File: src/sv/cpbsi_pkg.sv
package cpbsi_pkg;

  // Item operation codes.
  typedef enum logic [2:0] {
    OP_REG_WR   = 3'd0,
    OP_REG_RD   = 3'd1,
    OP_SCANLINE = 3'd2,
    OP_MEM_RD   = 3'd3,
    OP_MEM_WR   = 3'd4
  } op_e;

  // PRG banking modes.
  typedef enum logic [1:0] {
    PRG_32K    = 2'd0,
    PRG_16K    = 2'd1,
    PRG_16K_8K = 2'd2,
    PRG_8K     = 2'd3
  } prg_mode_e;

  // Register addresses.
  localparam logic [15:0] ADDR_PRG_MODE   = 16'h5100;
  localparam logic [15:0] ADDR_RAM_KEY0   = 16'h5102;
  localparam logic [15:0] ADDR_RAM_KEY1   = 16'h5103;
  localparam logic [15:0] ADDR_RAM_PAGE   = 16'h5113;
  localparam logic [13:0] ADDR_PRG_BANK_W = 14'h1445;  // 5114-5117 without the low two bits
  localparam logic [15:0] ADDR_IRQ_TARGET = 16'h5203;
  localparam logic [15:0] ADDR_IRQ_STATUS = 16'h5204;
  localparam logic [15:0] ADDR_MUL_LO     = 16'h5205;
  localparam logic [15:0] ADDR_MUL_HI     = 16'h5206;

  // Memory windows.
  localparam logic [15:0] ADDR_RAM_BASE = 16'h6000;
  localparam logic [15:0] ADDR_ROM_BASE = 16'h8000;

  // First scanline outside the visible frame, counted one ahead.
  localparam logic [9:0] LINE_VBLANK = 10'd241;

  // Work RAM size codes.
  localparam logic [3:0] RSZ_NONE = 4'd0;
  localparam logic [3:0] RSZ_8K   = 4'd1;
  localparam logic [3:0] RSZ_16K  = 4'd2;
  localparam logic [3:0] RSZ_32K  = 4'd4;
  localparam logic [3:0] RSZ_64K  = 4'd8;

  // Write-protect unlock values.
  localparam logic [1:0] RAM_KEY0_UNLOCK = 2'd2;
  localparam logic [1:0] RAM_KEY1_UNLOCK = 2'd1;

  // Reset values.
  localparam logic [7:0] PRG_BANK_RESET = 8'hFF;
  localparam logic [1:0] RAM_KEY_RESET  = 2'd3;
  localparam logic [3:0] RSZ_RESET      = RSZ_64K;

  // Mapping state handed from the register file to the address translator.
  typedef struct packed {
    prg_mode_e       prg_mode;
    logic [3:0][7:0] prg_bank;
    logic [2:0]      ram_page;
    logic [3:0]      ram_size_code;
    logic [1:0]      ram_key0;
    logic [1:0]      ram_key1;
  } map_cfg_t;

endpackage

File: src/sv/cpbsi_xlate.sv
module cpbsi_xlate (
  input  cpbsi_pkg::op_e      op_i,
  input  logic [15:0]         addr_i,
  input  cpbsi_pkg::map_cfg_t cfg_i,
  output logic                mapped_o,
  output logic                to_ram_o,
  output logic [6:0]          bank_o,
  output logic                write_enable_o
);
  import cpbsi_pkg::*;

  logic       is_mem;
  logic       is_ram;
  logic [2:0] ram_pg;
  logic [6:0] rom_bank;
  logic [1:0] slot;
  logic [7:0] r;
  logic       ram_present;
  logic [2:0] ram_bank;

  assign is_mem = (op_i == OP_MEM_RD) || (op_i == OP_MEM_WR);
  assign slot   = addr_i[14:13];

  // Select ROM bank or RAM page from the banking mode and slot.
  always_comb begin
    is_ram   = 1'b0;
    ram_pg   = 3'd0;
    rom_bank = 7'd0;
    r        = cfg_i.prg_bank[slot];
    if (addr_i < ADDR_ROM_BASE) begin
      is_ram = 1'b1;
      ram_pg = cfg_i.ram_page;
    end else begin
      unique case (cfg_i.prg_mode)
        PRG_32K: begin
          rom_bank = {cfg_i.prg_bank[3][6:2], slot};
        end
        PRG_16K, PRG_16K_8K: begin
          if (!slot[1]) begin
            if (cfg_i.prg_bank[1][7]) begin
              rom_bank = {cfg_i.prg_bank[1][6:1], slot[0]};
            end else begin
              is_ram = 1'b1;
              ram_pg = {cfg_i.prg_bank[1][2:1], slot[0]};
            end
          end else if (cfg_i.prg_mode == PRG_16K) begin
            rom_bank = {cfg_i.prg_bank[3][6:1], slot[0]};
          end else if (!slot[0]) begin
            if (cfg_i.prg_bank[2][7]) begin
              rom_bank = cfg_i.prg_bank[2][6:0];
            end else begin
              is_ram = 1'b1;
              ram_pg = cfg_i.prg_bank[2][2:0];
            end
          end else begin
            rom_bank = cfg_i.prg_bank[3][6:0];
          end
        end
        PRG_8K: begin
          if ((slot == 2'd3) || r[7]) begin
            rom_bank = r[6:0];
          end else begin
            is_ram = 1'b1;
            ram_pg = r[2:0];
          end
        end
        default: begin
          rom_bank = 7'd0;
        end
      endcase
    end
  end

  // Map a RAM page onto the fitted work RAM.
  always_comb begin
    ram_present = 1'b1;
    ram_bank    = 3'd0;
    unique case (cfg_i.ram_size_code)
      RSZ_NONE: ram_present = 1'b0;
      RSZ_8K:   ram_present = !ram_pg[2];
      RSZ_16K:  ram_bank    = {2'b00, ram_pg[2]};
      RSZ_32K: begin
        ram_present = !ram_pg[2];
        ram_bank    = ram_pg[2] ? 3'd0 : ram_pg;
      end
      RSZ_64K:  ram_bank    = ram_pg;
      default:  ram_bank    = 3'd0;
    endcase
  end

  // Combine into the result fields.
  always_comb begin
    mapped_o       = 1'b0;
    to_ram_o       = 1'b0;
    bank_o         = 7'd0;
    write_enable_o = 1'b0;
    if (is_mem && (addr_i >= ADDR_RAM_BASE)) begin
      if (is_ram) begin
        to_ram_o = 1'b1;
        mapped_o = ram_present;
        bank_o   = ram_present ? {4'd0, ram_bank} : 7'd0;
        write_enable_o = (op_i == OP_MEM_WR) && ram_present &&
                         (cfg_i.ram_key0 == RAM_KEY0_UNLOCK) &&
                         (cfg_i.ram_key1 == RAM_KEY1_UNLOCK);
      end else begin
        mapped_o = 1'b1;
        bank_o   = rom_bank;
      end
    end
  end

endmodule

File: src/sv/cpbsi_regs.sv
module cpbsi_regs (
  input  logic                clk_i,
  input  logic                rst_ni,
  input  logic                cfg_we_i,
  input  logic [3:0]          cfg_data_i,
  input  logic                fire_i,
  input  cpbsi_pkg::op_e      op_i,
  input  logic [15:0]         addr_i,
  input  logic [7:0]          data_i,
  input  logic [8:0]          scanline_i,
  input  logic                rendering_on_i,
  output logic [7:0]          read_data_o,
  output logic                read_driven_o,
  output logic                irq_line_o,
  output cpbsi_pkg::map_cfg_t cfg_o
);
  import cpbsi_pkg::*;

  logic [3:0]      ram_size_q;
  prg_mode_e       prg_mode_q, prg_mode_d;
  logic [3:0][7:0] prg_bank_q, prg_bank_d;
  logic [1:0]      key0_q, key0_d;
  logic [1:0]      key1_q, key1_d;
  logic [2:0]      ram_page_q, ram_page_d;
  logic [7:0]      irq_target_q, irq_target_d;
  logic            irq_en_q, irq_en_d;
  logic            in_frame_q, in_frame_d;
  logic            pending_q, pending_d;
  logic [7:0]      line_count_q, line_count_d;
  logic [7:0]      mul_a_q, mul_a_d;
  logic [7:0]      mul_b_q, mul_b_d;
  logic            irq_q, irq_d;
  logic [15:0]     product;
  logic [9:0]      line_next;
  logic [7:0]      line_inc;

  assign product   = 16'(mul_a_q) * 16'(mul_b_q);
  assign line_next = {1'b0, scanline_i} + 10'd1;
  assign line_inc  = line_count_q + 8'd1;

  // Next state and read data for the item in flight.
  always_comb begin
    prg_mode_d    = prg_mode_q;
    prg_bank_d    = prg_bank_q;
    key0_d        = key0_q;
    key1_d        = key1_q;
    ram_page_d    = ram_page_q;
    irq_target_d  = irq_target_q;
    irq_en_d      = irq_en_q;
    in_frame_d    = in_frame_q;
    pending_d     = pending_q;
    line_count_d  = line_count_q;
    mul_a_d       = mul_a_q;
    mul_b_d       = mul_b_q;
    irq_d         = irq_q;
    read_data_o   = 8'd0;
    read_driven_o = 1'b0;
    unique case (op_i)
      OP_REG_WR: begin
        if (addr_i == ADDR_PRG_MODE) begin
          prg_mode_d = prg_mode_e'(data_i[1:0]);
        end else if (addr_i == ADDR_RAM_KEY0) begin
          key0_d = data_i[1:0];
        end else if (addr_i == ADDR_RAM_KEY1) begin
          key1_d = data_i[1:0];
        end else if (addr_i == ADDR_RAM_PAGE) begin
          ram_page_d = data_i[2:0];
        end else if (addr_i[15:2] == ADDR_PRG_BANK_W) begin
          prg_bank_d[addr_i[1:0]] = data_i;
        end else if (addr_i == ADDR_IRQ_TARGET) begin
          irq_target_d = data_i;
          irq_d        = 1'b0;
        end else if (addr_i == ADDR_IRQ_STATUS) begin
          irq_en_d = data_i[7];
          irq_d    = 1'b0;
        end else if (addr_i == ADDR_MUL_LO) begin
          mul_a_d = data_i;
        end else if (addr_i == ADDR_MUL_HI) begin
          mul_b_d = data_i;
        end
      end
      OP_REG_RD: begin
        if (addr_i == ADDR_IRQ_STATUS) begin
          read_data_o   = {pending_q, in_frame_q, 6'd0};
          read_driven_o = 1'b1;
          pending_d     = 1'b0;
          irq_d         = 1'b0;
        end else if (addr_i == ADDR_MUL_LO) begin
          read_data_o   = product[7:0];
          read_driven_o = 1'b1;
        end else if (addr_i == ADDR_MUL_HI) begin
          read_data_o   = product[15:8];
          read_driven_o = 1'b1;
        end
      end
      OP_SCANLINE: begin
        if (!rendering_on_i || (line_next >= LINE_VBLANK)) begin
          in_frame_d   = 1'b0;
          pending_d    = 1'b0;
          line_count_d = 8'd0;
          irq_d        = 1'b0;
        end else if (!in_frame_q) begin
          in_frame_d   = 1'b1;
          pending_d    = 1'b0;
          line_count_d = 8'd0;
          irq_d        = 1'b0;
        end else begin
          line_count_d = line_inc;
          if (line_inc == irq_target_q) begin
            pending_d = 1'b1;
            if (irq_en_q) begin
              irq_d = 1'b1;
            end
          end
        end
      end
      default: begin
        read_driven_o = 1'b0;
      end
    endcase
  end

  // The IRQ level after this item.
  assign irq_line_o = irq_d;

  // State registers, updated as an item leaves the input register; the RAM size code is written on cfg_we_i.
  always_ff @(posedge clk_i or negedge rst_ni) begin
    if (!rst_ni) begin
      ram_size_q   <= RSZ_RESET;
      prg_mode_q   <= PRG_8K;
      prg_bank_q   <= {4{PRG_BANK_RESET}};
      key0_q       <= RAM_KEY_RESET;
      key1_q       <= RAM_KEY_RESET;
      ram_page_q   <= 3'd0;
      irq_target_q <= 8'd0;
      irq_en_q     <= 1'b0;
      in_frame_q   <= 1'b0;
      pending_q    <= 1'b0;
      line_count_q <= 8'd0;
      mul_a_q      <= 8'd0;
      mul_b_q      <= 8'd0;
      irq_q        <= 1'b0;
    end else begin
      if (cfg_we_i) begin
        ram_size_q <= cfg_data_i;
      end
      if (fire_i) begin
        prg_mode_q   <= prg_mode_d;
        prg_bank_q   <= prg_bank_d;
        key0_q       <= key0_d;
        key1_q       <= key1_d;
        ram_page_q   <= ram_page_d;
        irq_target_q <= irq_target_d;
        irq_en_q     <= irq_en_d;
        in_frame_q   <= in_frame_d;
        pending_q    <= pending_d;
        line_count_q <= line_count_d;
        mul_a_q      <= mul_a_d;
        mul_b_q      <= mul_b_d;
        irq_q        <= irq_d;
      end
    end
  end

  assign cfg_o.prg_mode      = prg_mode_q;
  assign cfg_o.prg_bank      = prg_bank_q;
  assign cfg_o.ram_page      = ram_page_q;
  assign cfg_o.ram_size_code = ram_size_q;
  assign cfg_o.ram_key0      = key0_q;
  assign cfg_o.ram_key1      = key1_q;

endmodule

File: src/sv/cartridge_prg_banking_and_scanline_irq_top.sv
// An accepted item is held in the input register and then in the result register; it
// waits in the input register while the receiver stalls a held result.
// Throughput: one item per cycle while the receiver does not stall; the register update
// and address translation fit in the single logic stage between the two registers.
// Reset (rst_ni, asynchronous, active low) empties both registers and returns all
// mapper state to its power-on values; the work RAM size code resets to 64 KB.
module cartridge_prg_banking_and_scanline_irq_top (
  input  logic        clk_i,
  input  logic        rst_ni,
  input  logic        cfg_we_i,
  input  logic [3:0]  cfg_data_i,
  input  logic        in_valid_i,
  output logic        in_stall_o,
  input  logic [2:0]  operation_i,
  input  logic [15:0] address_i,
  input  logic [7:0]  write_data_i,
  input  logic [8:0]  scanline_i,
  input  logic        rendering_on_i,
  output logic        out_valid_o,
  input  logic        out_stall_i,
  output logic [7:0]  read_data_o,
  output logic        read_driven_o,
  output logic        irq_line_o,
  output logic        mapped_o,
  output logic        to_ram_o,
  output logic [6:0]  bank_o,
  output logic        write_enable_o
);
  import cpbsi_pkg::*;

  logic        s1_valid_q;
  op_e         s1_op_q;
  logic [15:0] s1_addr_q;
  logic [7:0]  s1_data_q;
  logic [8:0]  s1_line_q;
  logic        s1_rend_q;
  logic        out_free;
  logic        s1_fire;
  logic        in_fire;
  map_cfg_t    map_cfg;
  logic [7:0]  rd_data;
  logic        rd_driven;
  logic        irq_next;
  logic        x_mapped;
  logic        x_to_ram;
  logic [6:0]  x_bank;
  logic        x_we;

  // Handshake between the input register and the result register.
  assign out_free   = !out_valid_o || !out_stall_i;
  assign s1_fire    = s1_valid_q && out_free;
  assign in_stall_o = s1_valid_q && !out_free;
  assign in_fire    = in_valid_i && !in_stall_o;

  // Input register.
  always_ff @(posedge clk_i or negedge rst_ni) begin
    if (!rst_ni) begin
      s1_valid_q <= 1'b0;
    end else if (in_fire) begin
      s1_valid_q <= 1'b1;
    end else if (s1_fire) begin
      s1_valid_q <= 1'b0;
    end
  end

  always_ff @(posedge clk_i) begin
    if (in_fire) begin
      s1_op_q   <= op_e'(operation_i);
      s1_addr_q <= address_i;
      s1_data_q <= write_data_i;
      s1_line_q <= scanline_i;
      s1_rend_q <= rendering_on_i;
    end
  end

  // Mapper registers, IRQ counter and register reads.
  cpbsi_regs u_regs (
    .clk_i          (clk_i),
    .rst_ni         (rst_ni),
    .cfg_we_i       (cfg_we_i),
    .cfg_data_i     (cfg_data_i),
    .fire_i         (s1_fire),
    .op_i           (s1_op_q),
    .addr_i         (s1_addr_q),
    .data_i         (s1_data_q),
    .scanline_i     (s1_line_q),
    .rendering_on_i (s1_rend_q),
    .read_data_o    (rd_data),
    .read_driven_o  (rd_driven),
    .irq_line_o     (irq_next),
    .cfg_o          (map_cfg)
  );

  // Memory address translation.
  cpbsi_xlate u_xlate (
    .op_i           (s1_op_q),
    .addr_i         (s1_addr_q),
    .cfg_i          (map_cfg),
    .mapped_o       (x_mapped),
    .to_ram_o       (x_to_ram),
    .bank_o         (x_bank),
    .write_enable_o (x_we)
  );

  // Result register.
  always_ff @(posedge clk_i or negedge rst_ni) begin
    if (!rst_ni) begin
      out_valid_o <= 1'b0;
    end else if (s1_fire) begin
      out_valid_o <= 1'b1;
    end else if (!out_stall_i) begin
      out_valid_o <= 1'b0;
    end
  end

  always_ff @(posedge clk_i) begin
    if (s1_fire) begin
      read_data_o    <= rd_data;
      read_driven_o  <= rd_driven;
      irq_line_o     <= irq_next;
      mapped_o       <= x_mapped;
      to_ram_o       <= x_to_ram;
      bank_o         <= x_bank;
      write_enable_o <= x_we;
    end
  end

  // A result that drives the read bus never carries a memory mapping.
  a_read_not_mem : assert property (@(posedge clk_i) disable iff (!rst_ni)
    out_valid_o && read_driven_o |-> !mapped_o && !to_ram_o && !write_enable_o)
    else $error("register read result carries a memory mapping");

  // A permitted write always lands in present work RAM.
  a_we_ram : assert property (@(posedge clk_i) disable iff (!rst_ni)
    out_valid_o && write_enable_o |-> mapped_o && to_ram_o)
    else $error("write permission outside present work RAM");

  // The input side stalls only behind a held result.
  a_stall_cause : assert property (@(posedge clk_i) disable iff (!rst_ni)
    in_stall_o |-> out_valid_o && out_stall_i && s1_valid_q)
    else $error("input stalled without a held result");

  // A held result keeps its IRQ level.
  a_irq_hold : assert property (@(posedge clk_i) disable iff (!rst_ni)
    out_valid_o && out_stall_i |=> $stable(irq_line_o))
    else $error("IRQ level changed under a held result");

endmodule

File: config.mk
export PLATFORM = sky130hd
export DESIGN_NAME = cartridge_prg_banking_and_scanline_irq_top
export DESIGN_NICKNAME = d
export VERILOG_FILES = /design/src/sv/cpbsi_pkg.sv /design/src/sv/cpbsi_xlate.sv /design/src/sv/cpbsi_regs.sv /design/src/sv/cartridge_prg_banking_and_scanline_irq_top.sv
export SDC_FILE = /design/constraint.sdc
export NUM_CORES = 1
export LEC_CHECK = 0
export ABC_CLOCK_PERIOD_IN_PS = 4900
export BUFFER_PORTS_ARGS = -buffer_cell sky130_fd_sc_hd__buf_2
export CELL_PAD_IN_SITES_DETAIL_PLACEMENT = 0
export CELL_PAD_IN_SITES_GLOBAL_PLACEMENT = 1
export CORE_MARGIN = 2
export CORE_UTILIZATION = 41
export DETAILED_ROUTE_END_ITERATION = 12
export PLACE_DENSITY = 0.8
export SYNTH_ARGS = -nofsm -noshare
export SYNTH_HDL_FRONTEND = slang
export SYNTH_HIERARCHICAL = 1
export SYNTH_SLANG_ARGS = --single-unit
File: constraint.sdc
create_clock -name clk_i -period 4.9 [get_ports clk_i]
set_input_delay 0.98 -clock clk_i [delete_from_list [all_inputs] [get_ports clk_i]]
set_output_delay 0.98 -clock clk_i [all_outputs]
set_load 0.01 [all_outputs]
==> results.ini, run 1 <==
[critical_path]
crit_buf_inv = 2
cp_max_fo = 5
crit_type = flop to flop
cp.arrival_ns = 4.93
critical_path_required_ns = 5.13
start_kind = flop
cp_cell_sequence = and2_1 -> fa_1 -> fa_1 -> fa_1 -> inv_1 -> fa_1 -> inv_1 -> ha_1 -> or3_4 -> a21o_1 -> a41o_1 -> a31oi_2 -> xnor2_1 -> a2111oi_2
cpMostUsedCell = fa_1
crit_family = adder cells
end_kind = flop
critical_path.slowest_cell = fa_1
cpPeakStageDelay_ns = 0.55

[floorplan]
die_h_um = 148.5
start_util_pct = 42.03
core_mm2 = 0.02036
num_rows = 52
pin_count = 68
die_x_um = 148.5
die_area_mm2 = 0.02205

[job]
cap_viol_max_count = 0

[routing]
drt-met1-wl_um = 9303
vias = 5932
detail_route.wl_per_cell_um = 17.23
routed_wl_um = 19080
vias_per_cell = 5.359
wl_met2_um = 8881
drtAntennaViolNets = 0
first_iter_violations = 326
wl_met3_um = 566
route.detailed.drc = 0
dr.pass1.iters = 5
top_layer = met4

[cells_and_area]
fillers = 1848
regArea_mm2 = 0.003701
area_growth_pct = 15.76
layoutNonFillerInstCount = 1107
fin_nets = 946
antenna_cells = 0
drive_gt1_share_pct = 31.66
utilization_pct = 48.65
multiInputGateArea_mm2 = 0.004569

[yosys]
synth_cells = 735
yosys_warnings = 6
syn_area_per_cell_um2 = 11.65
synth_nets = 857
synth_area_mm2 = 0.008559

[clocking]
cts_inserted_buffers = 17
cts.sinks = 135
cts-root-buf = clkbuf_16
path_clk_slew_ns = 0.06
clock_latency_ns = 0.43
clockBufferDepth = 2
htree_levels = 4
tritoncts = done

[placement]
gp_congestion = 0.8434
place_inst = 1068
portBuffers = 63
dp_hpwl_um = 13850

[grt]
overflow = 0
antenna_found_initial = 0
grt_pass1_wl_um = 31440
grt_max_degree = 49
grt_usage_pct = 18.15
grt_pass1_vias = 6056

[timing]
setup_viol = 0
fmax_ghz = 0.2126
clock_skew_ns = 0.006481
worst_slew_pin_slew_ns = 0.7362
finalHoldViolCount = 0
layout_min_cycle_time_ns = 4.704
period_share_pct = 96.00
tns_ns = 0
final_max_slew_viol_count = 0
slew_headroom_pct = 50.40
rsz0062_at_grt = true

[power_and_ir_drop]
p_total_mw = 2.620
peakVddDrop_v = 0.0002461
p_leak_nw = 4.429
power.density_mw_per_mm2 = 264.4

[outcome]
status = completed

[min_path]
min_path_type = flop to flop

## report_power, final
part	internal [mW]	switching, mW	total [mW]	leakage (nW)
registers	1.22	0.0392	1.26	1.50
clock network	0.714	0.512	1.23	0.278
logic	0.0507	0.0838	0.134	2.65
total	1.98	0.635	2.62	4.43
## per-layer routing
layer	vias up	global-route usage, %
met1	2973	25.95
met2	114	28.43
li1	2816	-
met3	29	3.006
met4	0	5.714
met5	-	0
## per-stage QoR
stage | hold slack, ns | worst slack (ns) | area (um2)
after floorplan | 0.4641 | 0.2232 | 8559
after global placement | 0.4728 | 0.1213 | 9265
after detailed placement | 0.4771 | 0.09574 | 9265
after CTS | 0.4920 | 0.05806 | 9834
after global routing | 0.5135 | -0.03078 | 9908
final | 0.4879 | 0.1962 | 9908
## placed cells by master (no fill, tap or decap), drive strengths merged, types with 5 or more instances in the layout
master / count
a211oi: 5
nor3b: 7
nand2: 47
xor2: 8
a21oi: 14
a31oi: 5
o31ai: 7
mux2: 72
o211a: 5
nand2b: 10
xnor2: 13
dfstp: 38
a21o: 7
buf: 87
a22oi: 9
inv: 66
fa: 36
o211ai: 7
and2: 48
nor2b: 10
clkinv: 6
clkbuf: 21
nand3: 15
nor3: 11
nor4b: 5
dfrtp: 44
nor2: 33
edfxtp: 53
mux4: 7
ha: 40
o21ai: 38
## worst paths after layout
kind	startpoint	end	slack [ns]	depth (start not counted)
max in group asynchronous	rst_ni	u_regs/key0_q[0]$_DFFE_PN1P_	3.42	2
min reg2reg	s1_valid_q$_DFFE_PN0P_	out_valid_o$_DFFE_PN0P_	0.49	1
min	s1_valid_q$_DFFE_PN0P_	out_valid_o$_DFFE_PN0P_	0.49	1
max	u_regs/mul_a_q[5]$_DFFE_PN0P_	read_data_o[7]$_DFFE_PP_	0.20	14
min in group asynchronous	rst_ni	u_regs/mul_a_q[1]$_DFFE_PN0P_	0.59	1
max reg2reg	u_regs/mul_a_q[5]$_DFFE_PN0P_	read_data_o[7]$_DFFE_PP_	0.20	14
## state kept, by name, indices dropped and copies added (netlist names), 2 cells and up
register,count
s1_op_q,3
s1_addr_q,16
u_regs/mul_a_q,8
bank_o,7
u_regs/prg_mode_q,2
u_regs/ram_size_q,4
u_regs/key0_q,2
u_regs/key1_q,2
s1_data_q,8
s1_line_q,5
u_regs/cfg_o,31
u_regs/ram_page_q,3
u_regs/irq_target_q,8
u_regs/mul_b_q,8
read_data_o,8
u_regs/line_count_q,8
## repair_timing
action | 4_1_cts | 5_1_grt
setup buffers | 0 | 7
hold buffers | 0 | 0
gates resized for setup | 0 | 12
endpoints found under the setup margin | 0 | 2
## worst reg2reg max path: cells and delay by family (launching register included)
kind                     cells  cell delay, ns
AO/OA/AOI/OAI                4            0.96
XOR/XNOR                     1            0.11
flip-flops                   1            0.44
AND/OR/NAND/NOR              2            0.59
buffers and inverters        2            0.09
adder cells (fa/ha/maj)      5            2.32
## area by class of cell
class	instances	area share, %
Multi-Input combinational cell	521	46.12
Sequential cell	135	37.35
Timing Repair Buffer	87	5.026
Clock buffer	21	4.874
Tap cell	270	3.410
Inverter	62	2.349
Clock inverter	11	0.8713
No activity file was read; power rests on OpenSTA's default activity.
==> run 2: changes to the inputs <==
--- a/config.mk
+++ b/config.mk
@@ -13,6 +13,7 @@
 export CORE_UTILIZATION = 41
 export DETAILED_ROUTE_END_ITERATION = 12
 export PLACE_DENSITY = 0.8
+export REMOVE_ABC_BUFFERS = 1
 export SYNTH_ARGS = -nofsm -noshare
 export SYNTH_HDL_FRONTEND = slang
 export SYNTH_HIERARCHICAL = 1
==> results.ini, run 2 (synthesis results as in run 1) <==
[critical_path]
start_kind = flop
crit_type = flop to flop
cp_cell_sequence = and2_1 -> fa_1 -> fa_1 -> fa_1 -> inv_1 -> fa_1 -> inv_1 -> ha_1 -> or3_1 -> a21o_1 -> a41o_1 -> a31oi_1 -> xnor2_1 -> a2111oi_2
crit_buf_inv = 2
cp.arrival_ns = 4.93
rr_worst_depth = 14
cpMostUsedCell = fa_1
crit_family = adder cells
critical_path.slowest_cell = fa_1
cp_max_fo = 7
cpPeakStageDelay_ns = 0.54
end_kind = flop
cp.depth = 14
critical_path_required_ns = 5.12

[job]
cap_viol_max_count = 0

[routing]
routed_wl_um = 18720
vias = 5934
route.detailed.drc = 0
detail_route.wl_per_cell_um = 17.01
dr.pass1.iters = 5
drtAntennaViolNets = 0
first_iter_violations = 312
vias_per_cell = 5.395

[power_and_ir_drop]
p_leak_nw = 4.380
power.density_mw_per_mm2 = 259.5
peakVddDrop_v = 0.0002695
p_total_mw = 2.545

[timing]
setup_viol = 0
holdWs_ns = 0.5087
worst_slew_pin_slew_ns = 1.017
clock_skew_ns = 0.008639
rsz0062_at_grt = false
layout_min_cycle_time_ns = 4.704
setup_ws_ns = 0.1960
fmax_ghz = 0.2126
finalHoldViolCount = 0
tns_ns = 0
period_share_pct = 96.00
slew_headroom_pct = 32.22
final_max_slew_viol_count = 0

[cells_and_area]
antenna_cells = 0
fin_nets = 939
regArea_mm2 = 0.003700
fillers = 1888
multiInputGateArea_mm2 = 0.004563
largest_reg_flops = 31
utilization_pct = 48.15
fin_area_mm2 = 0.009806
mostFrequentLayoutCells = mux2_2, inv_1, buf_2
drive_gt1_share_pct = 30.96
area_growth_pct = 14.56
mostFrequentLayoutCell = mux2_2
layoutNonFillerInstCount = 1100

[clocking]
htree_levels = 4
cts_inserted_buffers = 17
clockBufferDepth = 2
path_clk_slew_ns = 0.06
cts-root-buf = clkbuf_16
cts.sinks = 135
hold_buffers = 0
clock_latency_ns = 0.42
tritoncts = done

[placement]
portBuffers = 63
post-place-ws_ns = 0.1022
place_area_mm2 = 0.009235
gp_congestion = 0.8022
place_inst = 1064
dp_hpwl_um = 13680

[grt]
overflow = 0
grt_pass1_vias = 5888
grt_max_degree = 53
grt_pass1_wl_um = 30680
antenna_found_initial = 0
grt_usage_pct = 17.81

[floorplan]
start_util_pct = 42.03
die_x_um = 148.5
pin_count = 68
die_area_mm2 = 0.02205
num_rows = 52
die_h_um = 148.5
core_mm2 = 0.02036

[outcome]
status = completed

[min_path]
whs_path_depth = 1
min_path_type = flop to flop

-- run 2: layer usage --
metal / wire (um) / vias up / part of all wire, % / track usage, %
met3: 644 / 17 / 3.4 / 3.067
met4: 275 / 0 / 1.5 / 5.857
met5: 0 / - / 0 / 0
met2: 8930 / 122 / 48 / 27.82
li1: - / 2812 / - / -
met1: 8865 / 2983 / 47 / 25.33
-- run 2: where the power goes --
| part | switching (mW) | internal, mW |
|---|---|---|
| clock network | 0.503 | 0.651 |
| logic | 0.0750 | 0.0497 |
| registers | 0.0465 | 1.22 |
| total | 0.624 | 1.92 |
-- run 2: final cells by class --
type | count | share of cell area (%)
tap | 270 | 3.445
clock buffer | 19 | 4.415
inverter | 62 | 2.373
clock inverter | 13 | 0.9570
multi-input combinational | 521 | 46.54
timing repair buffer | 80 | 4.543
sequential | 135 | 37.73
-- run 2: worst register-to-register path: cells and delay by family (launching register included) --
family / cells / cell delay, ns
AND/OR/NAND/NOR: 2 / 0.61
adder cells (fa/ha/maj): 5 / 2.29
buffers and inverters: 2 / 0.09
flip-flops: 1 / 0.46
XOR/XNOR: 1 / 0.11
AO/OA/AOI/OAI: 4 / 0.95
-- run 2: worst paths after layout --
path | endpoint | from | slack (ns)
max | read_data_o[7]$_DFFE_PP_ | u_regs/mul_a_q[3]$_DFFE_PN0P_ | 0.20
min | out_valid_o$_DFFE_PN0P_ | s1_valid_q$_DFFE_PN0P_ | 0.51
max reg2reg | read_data_o[7]$_DFFE_PP_ | u_regs/mul_a_q[3]$_DFFE_PN0P_ | 0.20
min reg2reg | out_valid_o$_DFFE_PN0P_ | s1_valid_q$_DFFE_PN0P_ | 0.51
max in group asynchronous | u_regs/cfg_o[19]$_DFFE_PN1P_ | rst_ni | 3.40
min in group asynchronous | u_regs/ram_size_q[2]$_DFFE_PN0P_ | rst_ni | 0.60
-- run 2: what timing repair did --
action,in CTS,in global routing
gates resized for setup,0,10
setup buffers,0,4
endpoints found under the setup margin,0,3
==> run 3: changes to the inputs <==
--- a/config.mk
+++ b/config.mk
@@ -7,12 +7,12 @@
 export LEC_CHECK = 0
 export ABC_CLOCK_PERIOD_IN_PS = 4900
 export BUFFER_PORTS_ARGS = -buffer_cell sky130_fd_sc_hd__buf_2
-export CELL_PAD_IN_SITES_DETAIL_PLACEMENT = 0
-export CELL_PAD_IN_SITES_GLOBAL_PLACEMENT = 1
+export CELL_PAD_IN_SITES_DETAIL_PLACEMENT = 1
+export CELL_PAD_IN_SITES_GLOBAL_PLACEMENT = 2
 export CORE_MARGIN = 2
-export CORE_UTILIZATION = 41
+export CORE_UTILIZATION = 42
 export DETAILED_ROUTE_END_ITERATION = 12
-export PLACE_DENSITY = 0.8
+export PLACE_DENSITY = 0.92
 export REMOVE_ABC_BUFFERS = 1
 export SYNTH_ARGS = -nofsm -noshare
 export SYNTH_HDL_FRONTEND = slang
==> results.ini, run 3 (synthesis results as in run 1) <==
[floorplan]
pin_count = 68
die_h_um = 146.8
core_mm2 = 0.02010
start_util_pct = 42.58
die_x_um = 146.8
die_area_mm2 = 0.02154
num_rows = 52

[critical_path]
critical_path_required_ns = 5.12
crit_type = flop to flop
cp.arrival_ns = 5.05
end_kind = flop
cp_max_fo = 4
start_kind = flop

[cells_and_area]
mostFrequentLayoutCell = mux2_2
fin_area_mm2 = 0.009942
antenna_cells = 0
drive_gt1_share_pct = 32.06
area_growth_pct = 16.15
largest_reg_flops = 31
mostFrequentLayoutCells = mux2_2, inv_1, buf_2
fin_nets = 945

[outcome]
status = completed

[grt]
grt_pass1_wl_um = 36400
overflow = 0
grt_usage_pct = 21.66
antenna_found_initial = 1
grt_pass1_vias = 6770
grt_max_degree = 48

[timing]
layout_min_cycle_time_ns = 4.825
setup_viol = 0
period_share_pct = 98.46
final_max_slew_viol_count = 0
fmax_ghz = 0.2073
holdWs_ns = 0.5051
setup_ws_ns = 0.07528
rsz0062_at_grt = true
finalHoldViolCount = 0
worst_slew_pin_slew_ns = 1.118
slew_headroom_pct = 25.47
clock_skew_ns = 0.01112
tns_ns = 0

[clocking]
path_clk_slew_ns = 0.06
htree_levels = 4
cts-root-buf = clkbuf_16
cts_inserted_buffers = 17
cts.sinks = 135
clockBufferDepth = 2
clock_latency_ns = 0.43
tritoncts = done

[power_and_ir_drop]
p_leak_nw = 4.449
power.density_mw_per_mm2 = 271.4
p_total_mw = 2.698
peakVddDrop_v = 0.0002612

[job]
cap_viol_max_count = 0

[placement]
gp_congestion = 0.8075
portBuffers = 63
place_area_mm2 = 0.009273
post-place-ws_ns = 0.01197
dp_hpwl_um = 15560

[routing]
vias = 6193
drtAntennaViolNets = 0
dr.pass1.iters = 5
detail_route.wl_per_cell_um = 20.74
route.detailed.drc = 0
first_iter_violations = 284
vias_per_cell = 5.599
routed_wl_um = 22940

[min_path]
min_path_type = flop to flop

[run 3: worst paths after layout]
check	start	end	slack (ns)	depth (start not counted)
setup / recovery	u_regs/mul_a_q[5]$_DFFE_PN0P_	read_data_o[7]$_DFFE_PP_	0.08	15
hold / removal	u_regs/line_count_q[7]$_DFFE_PN0P_	u_regs/line_count_q[7]$_DFFE_PN0P_	0.51	1
setup reg to reg	u_regs/mul_a_q[5]$_DFFE_PN0P_	read_data_o[7]$_DFFE_PP_	0.08	15
hold reg to reg	u_regs/line_count_q[7]$_DFFE_PN0P_	u_regs/line_count_q[7]$_DFFE_PN0P_	0.51	1
max in group asynchronous	rst_ni	u_regs/mul_b_q[3]$_DFFE_PN0P_	3.29	2
min in group asynchronous	rst_ni	u_regs/mul_a_q[4]$_DFFE_PN0P_	0.52	1
[run 3: final cells by class]
| cell class | instances | area, um2 |
|---|---|---|
| Inverter | 62 | 232.7 |
| Multi-Input combinational cell | 521 | 4578 |
| Fill cell | 2141 | 10160 |
| Clock inverter | 14 | 151.4 |
| Timing Repair Buffer | 86 | 503.0 |
| Clock buffer | 18 | 439.2 |
| Tap cell | 270 | 337.8 |
| Sequential cell | 135 | 3700 |
[run 3: routing by layer]
metal	up-vias	track usage (%)	share of wire [%]	wire [um]
met5	-	0	0	0
met4	0	8.204	2.7	610
met3	52	3.323	3.5	812
met2	147	36.50	51	11640
met1	3167	28.36	43	9874
li1	2827	-	-	-
[run 3: metrics by stage]
stage,utilization (%),instances
2_1_floorplan,-,718
4_1_cts,49.07,1101
3_3_place_gp,46.12,1069
6_report,49.45,1106
3_5_place_dp,46.12,1069
5_1_grt,49.45,1106
[run 3: repair_timing]
action,CTS,global route
hold buffers,0,0
buffers inserted,0,5
cloned,0,0
pin swaps,0,3
endpoints found under the setup margin,1,3
resized for setup,2,12
[run 3: report_power, final]
group | switching (mW) | leakage [nW] | internal (mW)
clock network | 0.561 | 0.296 | 0.737
logic | 0.0845 | 2.65 | 0.0503
registers | 0.0458 | 1.50 | 1.22
total | 0.691 | 4.45 | 2.01
[run 3: worst max-delay path: stages, from the launching register on]
cell       delay, ns
dfrtp_2         0.43
buf_4           0.17
and2_1          0.18
fa_1            0.52
fa_1            0.44
fa_1            0.55
inv_1           0.06
fa_1            0.53
inv_1           0.04
ha_1            0.20
or3_4           0.38
a21o_1          0.21
a41o_1          0.27
a31oi_2         0.22
xnor2_1         0.11
a2111oi_2       0.32
